--- config.mk ---
export PLATFORM = sky130hd
export DESIGN_NAME = unsorted_priority_queue_unit
export DESIGN_NICKNAME = d
export VERILOG_FILES = /design/src/hw/rtl/upq_pkg.sv /design/src/hw/rtl/unsorted_priority_queue_unit.sv /design/src/hw/rtl/upq_scan.sv
export VERILOG_INCLUDE_DIRS = /design/src /design/src/hw/rtl
export SDC_FILE = /design/constraint.sdc
export NUM_CORES = 1
export LEC_CHECK = 0
export BUFFER_PORTS_ARGS = -buffer_cell sky130_fd_sc_hd__buf_4
export CELL_PAD_IN_SITES_DETAIL_PLACEMENT = 0
export CELL_PAD_IN_SITES_GLOBAL_PLACEMENT = 1
export CORE_AREA = 2 2 288 361
export CTS_CLUSTER_SIZE = 30
export DETAILED_ROUTE_END_ITERATION = 12
export DIE_AREA = 0 0 290 363
export GPL_ROUTABILITY_DRIVEN = 0
export GPL_TIMING_DRIVEN = 0
export HOLD_SLACK_MARGIN = 0.06
export PLACE_DENSITY_LB_ADDON = 0.1
export SYNTH_ARGS = -nofsm -noshare
export SYNTH_HDL_FRONTEND = slang
export SYNTH_SLANG_ARGS = --single-unit
--- constraint.sdc ---
create_clock -name aclk -period 9.2 [get_ports aclk]
set_clock_uncertainty 0.15 [all_clocks]
set_input_delay 0.92 -clock aclk [delete_from_list [all_inputs] [get_ports aclk]]
set_output_delay 0.92 -clock aclk [all_outputs]
set_load 0.05 [all_outputs]
--- src/hw/rtl/unsorted_priority_queue_unit_macros.svh ---
// Assertion macros used by the priority queue top level.
// Depends on nothing; the checks compile away when SYNTHESIS is defined.
`ifndef UNSORTED_PRIORITY_QUEUE_UNIT_MACROS_SVH
`define UNSORTED_PRIORITY_QUEUE_UNIT_MACROS_SVH

`ifndef SYNTHESIS
// Property that must hold at every clock edge outside reset.
`define UPQ_ASSERT(label, clk, rstn, prop) \
    label: assert property (@(posedge clk) disable iff (!rstn) (prop)) \
        else $error("upq assertion failed");
// Condition in one cycle that implies a consequence in the next cycle.
`define UPQ_ASSERT_NEXT(label, clk, rstn, ante, cons) \
    label: assert property (@(posedge clk) disable iff (!rstn) (ante) |=> (cons)) \
        else $error("upq assertion failed");
`else
`define UPQ_ASSERT(label, clk, rstn, prop)
`define UPQ_ASSERT_NEXT(label, clk, rstn, ante, cons)
`endif

`endif

--- src/hw/rtl/upq_pkg.sv ---
// Types and constants of the unsorted priority queue.
// Used by upq_scan and unsorted_priority_queue_unit; depends on nothing.
`timescale 1ns / 1ps

package upq_pkg;

    // Operation selector carried in the input word.
    typedef enum logic [1:0] {
        CMD_ENQ = 2'd0,
        CMD_DEQ = 2'd1,
        CMD_CHG = 2'd2,
        CMD_CLR = 2'd3
    } cmd_t;

    // Result status codes.
    localparam logic [2:0] STS_OK          = 3'd0;
    localparam logic [2:0] STS_EMPTY       = 3'd1;
    localparam logic [2:0] STS_FULL        = 3'd2;
    localparam logic [2:0] STS_NOT_FOUND   = 3'd3;
    localparam logic [2:0] STS_MORE_URGENT = 3'd4;

    // Head priority reported for an empty queue.
    localparam logic signed [31:0] EMPTY_PRIO = -32'sd987654321;

    // Width of the entry count field in the result word.
    localparam int ENTRY_W = 5;

    // Control of the shared scan unit.
    typedef struct packed {
        logic start;       // clear the running result and latch the mode
        logic mode_match;  // 1: first tag match, 0: most urgent entry
        logic vld;         // a slot read is presented this cycle
    } scan_ctl_t;

    // Running result of the scan unit.
    typedef struct packed {
        logic               found;
        logic [31:0]        tag;
        logic signed [31:0] prio;
    } scan_res_t;

endpackage

--- src/hw/rtl/unsorted_priority_queue_unit.sv ---
// Top level of the unsorted priority queue: command sequencer, slot memory
// and result register. Depends on upq_pkg, upq_scan and the macros header.
`timescale 1ns / 1ps
//
// Channel   Dir  Payload
// s_        in   s_tuser: cmd; s_tdata: tag, prio
// m_        out  m_tuser: status, is_empty; m_tdata: removed_tag, head_tag,
//                head_prio, entry_total
//
// One word is handled at a time; s_tready is high only while the sequencer idles.
// Each scan reads the held slots in turn through the single memory read port
// and the shared compare unit. Enqueue, clear and a dequeue on an empty queue
// take one head scan, change priority a tag scan and a head scan, dequeue a
// minimum scan, a shift of the later slots and a head scan.
// Reset empties the queue at once; the slot memory is not cleared. A stalled
// result waits in the output register and holds the sequencer at the end.

`include "unsorted_priority_queue_unit_macros.svh"

module unsorted_priority_queue_unit #(
    parameter int CAPACITY = 16
) (
    input  logic         aclk,
    input  logic         aresetn,
    input  logic         s_tvalid,
    output logic         s_tready,
    input  logic [63:0]  s_tdata,   // [31:0] tag, [63:32] prio
    input  logic [1:0]   s_tuser,   // [1:0] cmd
    output logic         m_tvalid,
    input  logic         m_tready,
    output logic [103:0] m_tdata,   // [31:0] removed_tag, [63:32] head_tag,
                                    // [95:64] head_prio, [100:96] entry_total
    output logic [3:0]   m_tuser    // [2:0] status, [3] is_empty
);
    import upq_pkg::*;

    localparam int IDX_W = (CAPACITY > 1) ? $clog2(CAPACITY) : 1;
    localparam int CNT_W = $clog2(CAPACITY + 1);

    typedef enum logic [1:0] {
        S_IDLE,
        S_FIND,
        S_MOVE,
        S_HEAD
    } state_t;

    state_t             state_reg;
    cmd_t               cmd_reg;
    logic [31:0]        tag_reg;
    logic signed [31:0] prio_reg;
    logic [CNT_W-1:0]   cnt_reg;
    logic [CNT_W-1:0]   idx_reg;
    logic [2:0]         status_reg;
    logic [31:0]        removed_reg;

    // Slot memory with a registered read port.
    logic [31:0]        mem_tag [CAPACITY];
    logic signed [31:0] mem_prio [CAPACITY];
    logic [31:0]        rd_tag_reg;
    logic signed [31:0] rd_prio_reg;
    logic [IDX_W-1:0]   rd_idx_reg;
    logic               rd_vld_reg;

    // Result register.
    logic               m_tvalid_reg;
    logic [2:0]         m_status_reg;
    logic [31:0]        m_removed_reg;
    logic [31:0]        m_head_tag_reg;
    logic signed [31:0] m_head_prio_reg;
    logic [ENTRY_W-1:0] m_total_reg;
    logic               m_empty_reg;

    logic               in_fire;
    cmd_t               in_cmd;
    logic [31:0]        in_tag;
    logic signed [31:0] in_prio;
    logic               busy_pass;
    logic               rd_issue;
    logic               pass_done;
    logic               out_free;
    logic               out_load;
    logic               is_full;
    logic               wr_en;
    logic [IDX_W-1:0]   wr_addr;
    logic [31:0]        wr_tag;
    logic signed [31:0] wr_prio;
    scan_ctl_t          scan_ctl;
    scan_res_t          scan_res;
    logic [IDX_W-1:0]   best_idx;

    assign in_cmd   = cmd_t'(s_tuser[1:0]);
    assign in_tag   = s_tdata[31:0];
    assign in_prio  = s_tdata[63:32];
    assign s_tready = (state_reg == S_IDLE);
    assign in_fire  = s_tvalid && s_tready;
    assign out_free = !m_tvalid_reg || m_tready;
    assign is_full  = (cnt_reg == CNT_W'(CAPACITY));

    // A pass reads slots idx_reg .. cnt_reg - 1, one per cycle.
    assign busy_pass = (state_reg == S_FIND) || (state_reg == S_MOVE)
                       || (state_reg == S_HEAD);
    assign rd_issue  = busy_pass && (idx_reg < cnt_reg);
    assign pass_done = !rd_issue && !rd_vld_reg;

    // The result word is loaded once the head scan is over and the slot is free.
    assign out_load = (state_reg == S_HEAD) && pass_done && out_free;

    // Scan unit control: restart on every pass that uses it.
    always_comb begin
        scan_ctl.start      = 1'b0;
        scan_ctl.mode_match = 1'b0;
        scan_ctl.vld        = rd_vld_reg
                              && ((state_reg == S_FIND) || (state_reg == S_HEAD));
        if (in_fire) begin
            scan_ctl.start      = 1'b1;
            scan_ctl.mode_match = (in_cmd == CMD_CHG);
        end else if ((state_reg == S_FIND) && pass_done
                     && !((cmd_reg == CMD_DEQ) && scan_res.found)) begin
            scan_ctl.start = 1'b1;
        end else if ((state_reg == S_MOVE) && pass_done) begin
            scan_ctl.start = 1'b1;
        end
    end

    upq_scan #(
        .IDX_W(IDX_W)
    ) u_scan (
        .aclk     (aclk),
        .aresetn  (aresetn),
        .ctl      (scan_ctl),
        .key_tag  (tag_reg),
        .rd_tag   (rd_tag_reg),
        .rd_prio  (rd_prio_reg),
        .rd_idx   (rd_idx_reg),
        .res      (scan_res),
        .best_idx (best_idx)
    );

    // Memory write source: append, priority update, or shift down one slot.
    always_comb begin
        wr_en   = 1'b0;
        wr_addr = cnt_reg[IDX_W-1:0];
        wr_tag  = in_tag;
        wr_prio = in_prio;
        unique case (state_reg)
            S_IDLE: begin
                wr_en = in_fire && (in_cmd == CMD_ENQ) && !is_full;
            end
            S_FIND: begin
                wr_en   = pass_done && (cmd_reg == CMD_CHG) && scan_res.found
                          && !(scan_res.prio < prio_reg);
                wr_addr = best_idx;
                wr_tag  = scan_res.tag;
                wr_prio = prio_reg;
            end
            S_MOVE: begin
                wr_en   = rd_vld_reg;
                wr_addr = rd_idx_reg - IDX_W'(1);
                wr_tag  = rd_tag_reg;
                wr_prio = rd_prio_reg;
            end
            S_HEAD: begin
                wr_en = 1'b0;
            end
            default: begin
                wr_en = 1'b0;
            end
        endcase
    end

    // Slot memory: one write and one registered read per cycle.
    always_ff @(posedge aclk) begin
        if (wr_en) begin
            mem_tag[wr_addr]  <= wr_tag;
            mem_prio[wr_addr] <= wr_prio;
        end
        if (rd_issue) begin
            rd_tag_reg  <= mem_tag[idx_reg[IDX_W-1:0]];
            rd_prio_reg <= mem_prio[idx_reg[IDX_W-1:0]];
            rd_idx_reg  <= idx_reg[IDX_W-1:0];
        end
    end

    // Sequencer and result register.
    always_ff @(posedge aclk) begin
        if (!aresetn) begin
            state_reg    <= S_IDLE;
            cnt_reg      <= '0;
            idx_reg      <= '0;
            rd_vld_reg   <= 1'b0;
            m_tvalid_reg <= 1'b0;
        end else begin
            rd_vld_reg <= rd_issue;
            if (rd_issue) begin
                idx_reg <= idx_reg + CNT_W'(1);
            end
            if (out_load) begin
                m_tvalid_reg <= 1'b1;
            end else if (m_tvalid_reg && m_tready) begin
                m_tvalid_reg <= 1'b0;
            end
            unique case (state_reg)
                S_IDLE: begin
                    if (in_fire) begin
                        cmd_reg     <= in_cmd;
                        tag_reg     <= in_tag;
                        prio_reg    <= in_prio;
                        removed_reg <= '0;
                        idx_reg     <= '0;
                        unique case (in_cmd)
                            CMD_ENQ: begin
                                state_reg <= S_HEAD;
                                if (is_full) begin
                                    status_reg <= STS_FULL;
                                end else begin
                                    status_reg <= STS_OK;
                                    cnt_reg    <= cnt_reg + CNT_W'(1);
                                end
                            end
                            CMD_DEQ: begin
                                if (cnt_reg == '0) begin
                                    status_reg <= STS_EMPTY;
                                    state_reg  <= S_HEAD;
                                end else begin
                                    status_reg <= STS_OK;
                                    state_reg  <= S_FIND;
                                end
                            end
                            CMD_CHG: begin
                                status_reg <= STS_OK;
                                state_reg  <= S_FIND;
                            end
                            CMD_CLR: begin
                                status_reg <= STS_OK;
                                cnt_reg    <= '0;
                                state_reg  <= S_HEAD;
                            end
                            default: begin
                                status_reg <= STS_OK;
                                state_reg  <= S_HEAD;
                            end
                        endcase
                    end
                end
                S_FIND: begin
                    if (pass_done) begin
                        if (cmd_reg == CMD_DEQ) begin
                            // Remove the head, then shift the later slots down.
                            removed_reg <= scan_res.tag;
                            idx_reg     <= CNT_W'(best_idx) + CNT_W'(1);
                            state_reg   <= S_MOVE;
                        end else begin
                            idx_reg   <= '0;
                            state_reg <= S_HEAD;
                            if (!scan_res.found) begin
                                status_reg <= STS_NOT_FOUND;
                            end else if (scan_res.prio < prio_reg) begin
                                status_reg <= STS_MORE_URGENT;
                            end
                        end
                    end
                end
                S_MOVE: begin
                    if (pass_done) begin
                        cnt_reg   <= cnt_reg - CNT_W'(1);
                        idx_reg   <= '0;
                        state_reg <= S_HEAD;
                    end
                end
                S_HEAD: begin
                    if (out_load) begin
                        m_status_reg  <= status_reg;
                        m_removed_reg <= removed_reg;
                        m_total_reg   <= ENTRY_W'(cnt_reg);
                        if (cnt_reg == '0) begin
                            m_head_tag_reg  <= '0;
                            m_head_prio_reg <= EMPTY_PRIO;
                            m_empty_reg     <= 1'b1;
                        end else begin
                            m_head_tag_reg  <= scan_res.tag;
                            m_head_prio_reg <= scan_res.prio;
                            m_empty_reg     <= 1'b0;
                        end
                        state_reg <= S_IDLE;
                    end
                end
                default: begin
                    state_reg <= S_IDLE;
                end
            endcase
        end
    end

    assign m_tvalid = m_tvalid_reg;
    assign m_tdata  = {3'b000, m_total_reg, m_head_prio_reg, m_head_tag_reg, m_removed_reg};
    assign m_tuser  = {m_empty_reg, m_status_reg};

    // Checks on the sequencer and the result register.
    `UPQ_ASSERT(a_cnt_bound, aclk, aresetn, cnt_reg <= CNT_W'(CAPACITY))
    `UPQ_ASSERT(a_idle_no_read, aclk, aresetn, (state_reg != S_IDLE) || !rd_vld_reg)
    `UPQ_ASSERT(a_empty_total, aclk, aresetn,
                !m_tvalid_reg || (m_empty_reg == (m_total_reg == '0)))
    `UPQ_ASSERT_NEXT(a_busy_after_accept, aclk, aresetn, in_fire, !s_tready)
    `UPQ_ASSERT_NEXT(a_deq_removes, aclk, aresetn,
                     (state_reg == S_MOVE) && pass_done, cnt_reg == $past(cnt_reg) - CNT_W'(1))

endmodule

--- src/hw/rtl/upq_scan.sv ---
// Shared compare unit of the priority queue: one slot per cycle, keeps the
// most urgent entry or the first tag match. Depends on upq_pkg.
`timescale 1ns / 1ps

module upq_scan #(
    parameter int IDX_W = 4
) (
    input  logic               aclk,
    input  logic               aresetn,
    input  upq_pkg::scan_ctl_t ctl,
    input  logic [31:0]        key_tag,
    input  logic [31:0]        rd_tag,
    input  logic signed [31:0] rd_prio,
    input  logic [IDX_W-1:0]   rd_idx,
    output upq_pkg::scan_res_t res,
    output logic [IDX_W-1:0]   best_idx
);
    import upq_pkg::*;

    logic               found_reg;
    logic               mode_reg;
    logic [31:0]        tag_reg;
    logic signed [31:0] prio_reg;
    logic [IDX_W-1:0]   idx_reg;
    logic               hit;

    // A more urgent slot replaces the best one; on equal priority the lower tag
    // wins, so the earliest of fully equal entries is kept. In match mode only the first hit counts.
    always_comb begin
        if (mode_reg) begin
            hit = !found_reg && (rd_tag == key_tag);
        end else begin
            hit = !found_reg || (rd_prio < prio_reg)
                  || ((rd_prio == prio_reg) && (rd_tag < tag_reg));
        end
    end

    // Running result registers.
    always_ff @(posedge aclk) begin
        if (!aresetn) begin
            found_reg <= 1'b0;
            mode_reg  <= 1'b0;
        end else if (ctl.start) begin
            found_reg <= 1'b0;
            mode_reg  <= ctl.mode_match;
        end else if (ctl.vld && hit) begin
            found_reg <= 1'b1;
        end
        if (aresetn && !ctl.start && ctl.vld && hit) begin
            tag_reg  <= rd_tag;
            prio_reg <= rd_prio;
            idx_reg  <= rd_idx;
        end
    end

    assign res.found = found_reg;
    assign res.tag   = tag_reg;
    assign res.prio  = prio_reg;
    assign best_idx  = idx_reg;

endmodule

Yosys cells after proc, flatten, opt, wreduce, memory -nomap -nowiden. Memories as Yosys holds them, arrays and structs flattened. A register that Yosys moved wholly into a read port is not among the register bits. Cells that the tools add are included.

Bits in registers: 294. Memory bits (writable): 1024. Output and inout port bits: 110. Memories: 2.

Memory list: mem_prio (words 16, bits a word 32, rd ports 1, clocked after memory_dff 1, wr ports 1, line unsorted_priority_queue_unit.sv:58) `logic signed [31:0] mem_prio [CAPACITY];`; mem_tag (words 16, bits a word 32, rd ports 1, clocked after memory_dff 1, wr ports 1, line unsorted_priority_queue_unit.sv:57) `logic [31:0] mem_tag [CAPACITY];`.

Add/subtract/negate cells: 5. Order comparisons: 4. Eq/ne operators: 20. Multiplexer cells: 46. Bitwise gates (word level): 1. Reductions and logical operators: 51.

Operators by type and width (count): 32-bit one-hot mux with 2 select lines (3); 32-bit less-than comparator (3); 32-bit 2-to-1 mux (3); 32-bit equality test (2); 5-bit 2-to-1 mux (8); 1-bit logical AND (22); 5-bit one-hot mux with 2 select lines (2); 3-bit 2-to-1 mux (5); 5-bit one-hot mux with 3 select lines (1); 1-bit 2-to-1 mux (12); 2-bit 2-to-1 mux (6); 5-bit by 1-bit adder with 5-bit output (second input constant) (2); 2-bit equality test (second input constant) (5); 5-bit AND reduction (2); 3-bit one-hot mux with 3 select lines (1); 1-bit zero test (8); 2-bit inequality test (second input constant) (4); 2-bit one-hot mux with 4 select lines (1); 4-bit one-hot mux with 2 select lines (1); 2-bit by 1-bit equality test with 1-bit output (second input constant) (3); 1-bit logical OR (6); 3-bit inequality test (second input constant) (2); 2-bit one-hot mux with 3 select lines (1); 3-bit one-hot mux with 2 select lines (1); other kinds (16) (23).

Logic depth before layout (Yosys ltp).
Depth in word-level cells: 14. Mapped depth: 11.

Hierarchy. From an unflattened synthesis, not the netlist that was laid out.

Cell total of the unflattened synthesis: 2713. Area total of the unflattened synthesis: 54813.8 µm².

By module, submodules not included: unsorted_priority_queue_unit (instances 1, cells an instance 2370, area each 50673.6 µm², sequential area each 39257.7 µm²); upq_scan (instances 1, cells an instance 343, area each 4140.2 µm², sequential area each 2082.0 µm²).

Worst setup path after synthesis. No wires, ideal clock.

Path type: reg-to-reg. From: register cnt_reg[4]. To: memory mem_prio[0][0] (enable). Setup time: 0.582 ns. Arrival: 6.960 ns. Required time: 8.468 ns. Setup slack: 1.508 ns. Stages on the path, launching flop included: 12. Path buffers: 3. Clock period less this slack: 7.692 ns. Cell sequence: dfxtp_1 -> clkbuf_1 -> clkbuf_1 -> inv_1 -> ha_1 -> nand2_1 -> a21oi_1 -> a21oi_4 -> nor4b_4 -> o211ai_4 -> buf_6 -> a211oi_1.

Word-level cells in the longest chain between the ends: 10.

Ends and longest elaborated chain: from (decl) (line unsorted_priority_queue_unit.sv:51) `logic [CNT_W-1:0] cnt_reg;`; from (signal assigned) (line unsorted_priority_queue_unit.sv:217) `cnt_reg <= cnt_reg + CNT_W'(1);`; from (signal assigned) (line unsorted_priority_queue_unit.sv:265) `cnt_reg <= cnt_reg - CNT_W'(1);`; 5-bit less-than comparator (line unsorted_priority_queue_unit.sv:102) `assign rd_issue = busy_pass && (idx_reg < cnt_reg);`; 1-bit logical AND (line unsorted_priority_queue_unit.sv:102); 1-bit zero test (line unsorted_priority_queue_unit.sv:103) `assign pass_done = !rd_issue && !rd_vld_reg;`; 1-bit logical AND (line unsorted_priority_queue_unit.sv:103); 1-bit logical AND (2 in a row) (line unsorted_priority_queue_unit.sv:150) `wr_en = pass_done && (cmd_reg == CMD_CHG) && scan_res.found`; 1-bit logical AND (line unsorted_priority_queue_unit.sv:151) `&& !(scan_res.prio < prio_reg);`; 1-bit one-hot mux with 4 select lines * (line unsorted_priority_queue_unit.sv:145) `unique case (state_reg)`; 1-bit 2-to-1 mux * (line unsorted_priority_queue_unit.sv:173) `if (wr_en) begin`; 1-bit 2-to-1 mux (implied by the code) * (line unsorted_priority_queue_unit.sv:175) `mem_prio[wr_addr] <= wr_prio;`; to (decl) (line unsorted_priority_queue_unit.sv:58).

Mark *: on every way between the ends. The rest lies on a longest branch, timed or not.

Worst setup path in the final report.
From: register cnt_reg[4]. To: memory mem_tag[13][25] (enable).

Word-level cells in the longest chain between the ends: 10.

Ends and longest elaborated chain: 5-bit less-than comparator (line unsorted_priority_queue_unit.sv:102); 1-bit logical AND (line unsorted_priority_queue_unit.sv:102); 1-bit zero test (line unsorted_priority_queue_unit.sv:103); 1-bit logical AND (line unsorted_priority_queue_unit.sv:103); 1-bit logical AND (2 in a row) (line unsorted_priority_queue_unit.sv:150); 1-bit logical AND (line unsorted_priority_queue_unit.sv:151); 1-bit one-hot mux with 4 select lines * (line unsorted_priority_queue_unit.sv:145); 1-bit 2-to-1 mux * (line unsorted_priority_queue_unit.sv:173); 1-bit 2-to-1 mux (implied by the code) * (line unsorted_priority_queue_unit.sv:174) `mem_tag[wr_addr] <= wr_tag;`; to (decl) (line unsorted_priority_queue_unit.sv:57).

Marks and branches as above.

==> results.md <==
* Vert. Die Dim at approximately 360 um
* Root Buffer: clkbuf_16
* Final Setup Violations at 0
* Final min period at between 5 and 6 ns
* Hold Path End: tag_reg[12]$_DFFE_PP_
* Reg2reg path depth at 14
* Switching share of power at between 30 and 40%
* Post-route ant nets at 0
* Skew-Pair Late Insertion Delay at 0.76 ns
* RR Startpoint: cnt_reg[4]$_SDFFE_PN0P_
* Synthesis Warnings at 0
* Share of cells above drive strength 1 at 27.2%
* PortBufs at around 180
* Comb pwr share at 23.3%
* Synth top area cells: edfxtp_1 75%, mux4_2 13%, ha_1 2.5%, a21oi_1 1.3%, nor2_1 1.3%
* Slew Limit Fails at 0
* Hold Path Cell Cnt at 1
* Worst setup SP type: flip-flop
* CP max FO at 11
* Worst hold path class: primary input to flip-flop
* Seq/Total Area, Yosys at around three quarters
* Worst r2r dst: mem_tag[13][25]$_DFFE_PP_
* Vias at between 20000 and 30000
* Pin count of the biggest net entering global routing at 64
* Lkg Pwr at roughly 21 nW
* Commonest non-fill, non-tap cells in the layout: 1366 x edfxtp_1, 320 x mux4_2, 187 x nor2_1, 181 x buf_4
* CTS tree: built
* Worst vdd ir at 0.208 mV
* Number of antenna violations at the first check in global routing at 2
* Post-Route WL at about 150 mm
* # DRC at 0
* Synth Flop Type: edfxtp_1
* Max Buffers Root-to-Sink at 3
* Largest registers: mem_prio: 512 flops, mem_tag: 512 flops
* Tcrit/Tclk final at between 60% and 70%
* WHS at between 0.2 and 0.25 ns
* Power Dens Cells at ~300 nW/um2
* NumNets Final at between 3000 and 4000
* GRT Util Overall at 29.0%
* Post-DP HPWL at ~100 mm
* Via/cell ratio at 6.30
* Clock buffer count from CTS at about 140
* Yosys top cell area share at between 70% and 80%
* Slew margin rel. at between 3 and 4%
* Congestion Overflow GR at 0
* DR iter-0 viols at ~3600
* Placed instance area at approximately 60000 um2
* Area delta synth->final at 18.0%
* Critical Path RT at between 9 and 10 ns
* RSZ-0062 raised after global routing: false
* Max-cap violations at 0
* Area of the core at roughly 100000 um2
* Hold buffers post-CTS at 0
* Full die area at about 110000 um2
* Clk pwr share at ~30%
* Crit end category: flip-flop
* Starting Density at between 50% and 60%
* CTS clk-pin slew, worst paths at roughly 0.06 ns
* #FFs+latches synth at about 1400
* Die W at just under 300 um
* Status: complete, no violations
* Int Pwr at between 0.01 and 0.015 W
* CTS Sinks at roughly 1400
* Number of hold violations in the final report at 0
* Wire per inst at between 30 and 40 um
* Post-Syn Area per Cell at slightly above 20 um2
* H-Tree Depth at 4
* First-pass GRT wire length at about 210 mm
* Commonest non-fill, non-tap cell in the layout: edfxtp_1
* Post-synth EDFFs at between 1000 and 1500
* Hold_sp: s_tdata[12]
* Kind of critical path: flip-flop to flip-flop
* Synth area leader: edfxtp_1
* Post-CTS resize count at 0
* Row cnt at 131
* Cell Area, Synth at between 50000 and 60000 um2
* Post-CTS setup buffers at 0
* Critical path arrival at ~6 ns
* First-pass DRT Iterations at 5
* Ports at 180
* Sequential Power Share at about 47%
* Mapped Cells at approximately 2700
* R2R Setup Slk at 3.42 ns
* Vias in the first global route at between 20000 and 30000
* Slew @ Worst Pin at between 1 and 1.5 ns
* Number of library cell types mapped by synthesis at 70
* Fmax at about 0.17 GHz
* Sw Pwr at 0.00585 W
* Post-synth ARST share at 0%
* Post-Layout Inst Area at around 64000 um2
-- cells in the mapped netlist, types with 8 or more instances --
master and n:
nand3_1 14, clkbuf_1 73, nand2_1 36, buf_2 30
o21ai_0 32, buf_1 14, xor2_1 8, nor2_1 188
edfxtp_1 1366, dfxtp_1 16, a22oi_1 36, a21oi_1 147
a21o_1 24, inv_1 116, a211oi_1 14, mux4_2 320
nand4_1 29, ha_1 111, xnor2_1 25
-- metal layers --
metal / GRT usage, % / up-vias / wire length, um
li1: - / 11900 / -
met1: 38.8 / 15300 / 57600
met2: 48.4 / 1360 / 75200
met3: 5.78 / 220 / 11900
met4: 9.76 / 2 / 4790
met5: 0 / - / 13
-- logic make-up after synthesis --
group,after synthesis,share of synthesized area (%)
flops,1382,75.8
mux,324,13.3
compound gates,310,3.59
simple gates,304,2.49
buf+inv,241,1.79
fa+ha+maj,111,2.55
xor+xnor,33,0.530
other cells,1,0.00687
-- area by class of cell --
cell class / instances / area [um2]
diodes: 1 / 2.50
plain buffers: 123 / 532
clock buffers: 167 / 3660
clock inverters: 84 / 837
fillers: 6958 / 37400
inverters: 118 / 445
multi-input cells: 1085 / 12500
flip-flops and latches: 1382 / 41300
well taps: 1330 / 1660
repair buffers: 286 / 3420
-- power by group through the flow --
| stage | clock (W) | combinational, W | sequential [W] |
|---|---|---|---|
| 2_1_floorplan | 0 | 0.00237 | 0.00909 |
| 6_report | 0.00564 | 0.00443 | 0.00895 |
| 3_5_place_dp | 0 | 0.00439 | 0.00908 |
| 4_1_cts | 0.00570 | 0.00441 | 0.00895 |
| 3_3_place_gp | 0 | 0.00400 | 0.00916 |
| 5_1_grt | 0.00595 | 0.00473 | 0.00899 |
-- worst max path at each step --
stage	cells past startpoint	from	to	slack, ns
after floorplan	11	cnt_reg[4]$_SDFFE_PN0P_	mem_prio[0][0]$_DFFE_PP_	1.51
after global placement	11	cnt_reg[4]$_SDFFE_PN0P_	mem_tag[11][26]$_DFFE_PP_	-7.25
after detailed placement	14	cnt_reg[4]$_SDFFE_PN0P_	mem_tag[13][25]$_DFFE_PP_	3.50
after CTS	14	cnt_reg[4]$_SDFFE_PN0P_	mem_tag[13][14]$_DFFE_PP_	3.48
after global routing	14	cnt_reg[4]$_SDFFE_PN0P_	mem_tag[13][25]$_DFFE_PP_	3.31
final	14	cnt_reg[4]$_SDFFE_PN0P_	mem_tag[13][25]$_DFFE_PP_	3.42
-- through the flow --
step	utilization (%)	TNS (ns)	setup WS (ns)	instances	power, W
after CTS	63.2	0	3.48	4574	0.0191
after detailed placement	58.8	0	3.50	4323	0.0135
after floorplan	-	0	1.51	2708	0.0115
final	63.2	0	3.42	4576	0.0190
after global routing	63.2	0	3.31	4575	0.0197
after global placement	56.5	-5334.56	-7.25	4214	0.0132
-- worst max-delay path, stage by stage, from the launching register on --
cell,delay (ns)
dfxtp_1,0.36
clkbuf_1,0.82
clkbuf_1,0.63
inv_1,0.24
ha_1,0.36
nand2_1,0.09
a21oi_1,0.31
a21oi_4,0.11
nor4b_4,0.34
o211ai_4,0.27
buf_6,0.27
a211oi_4,0.87
buf_8,0.26
buf_16,0.17
buf_8,0.17
(Power assumes the default switching activity.)
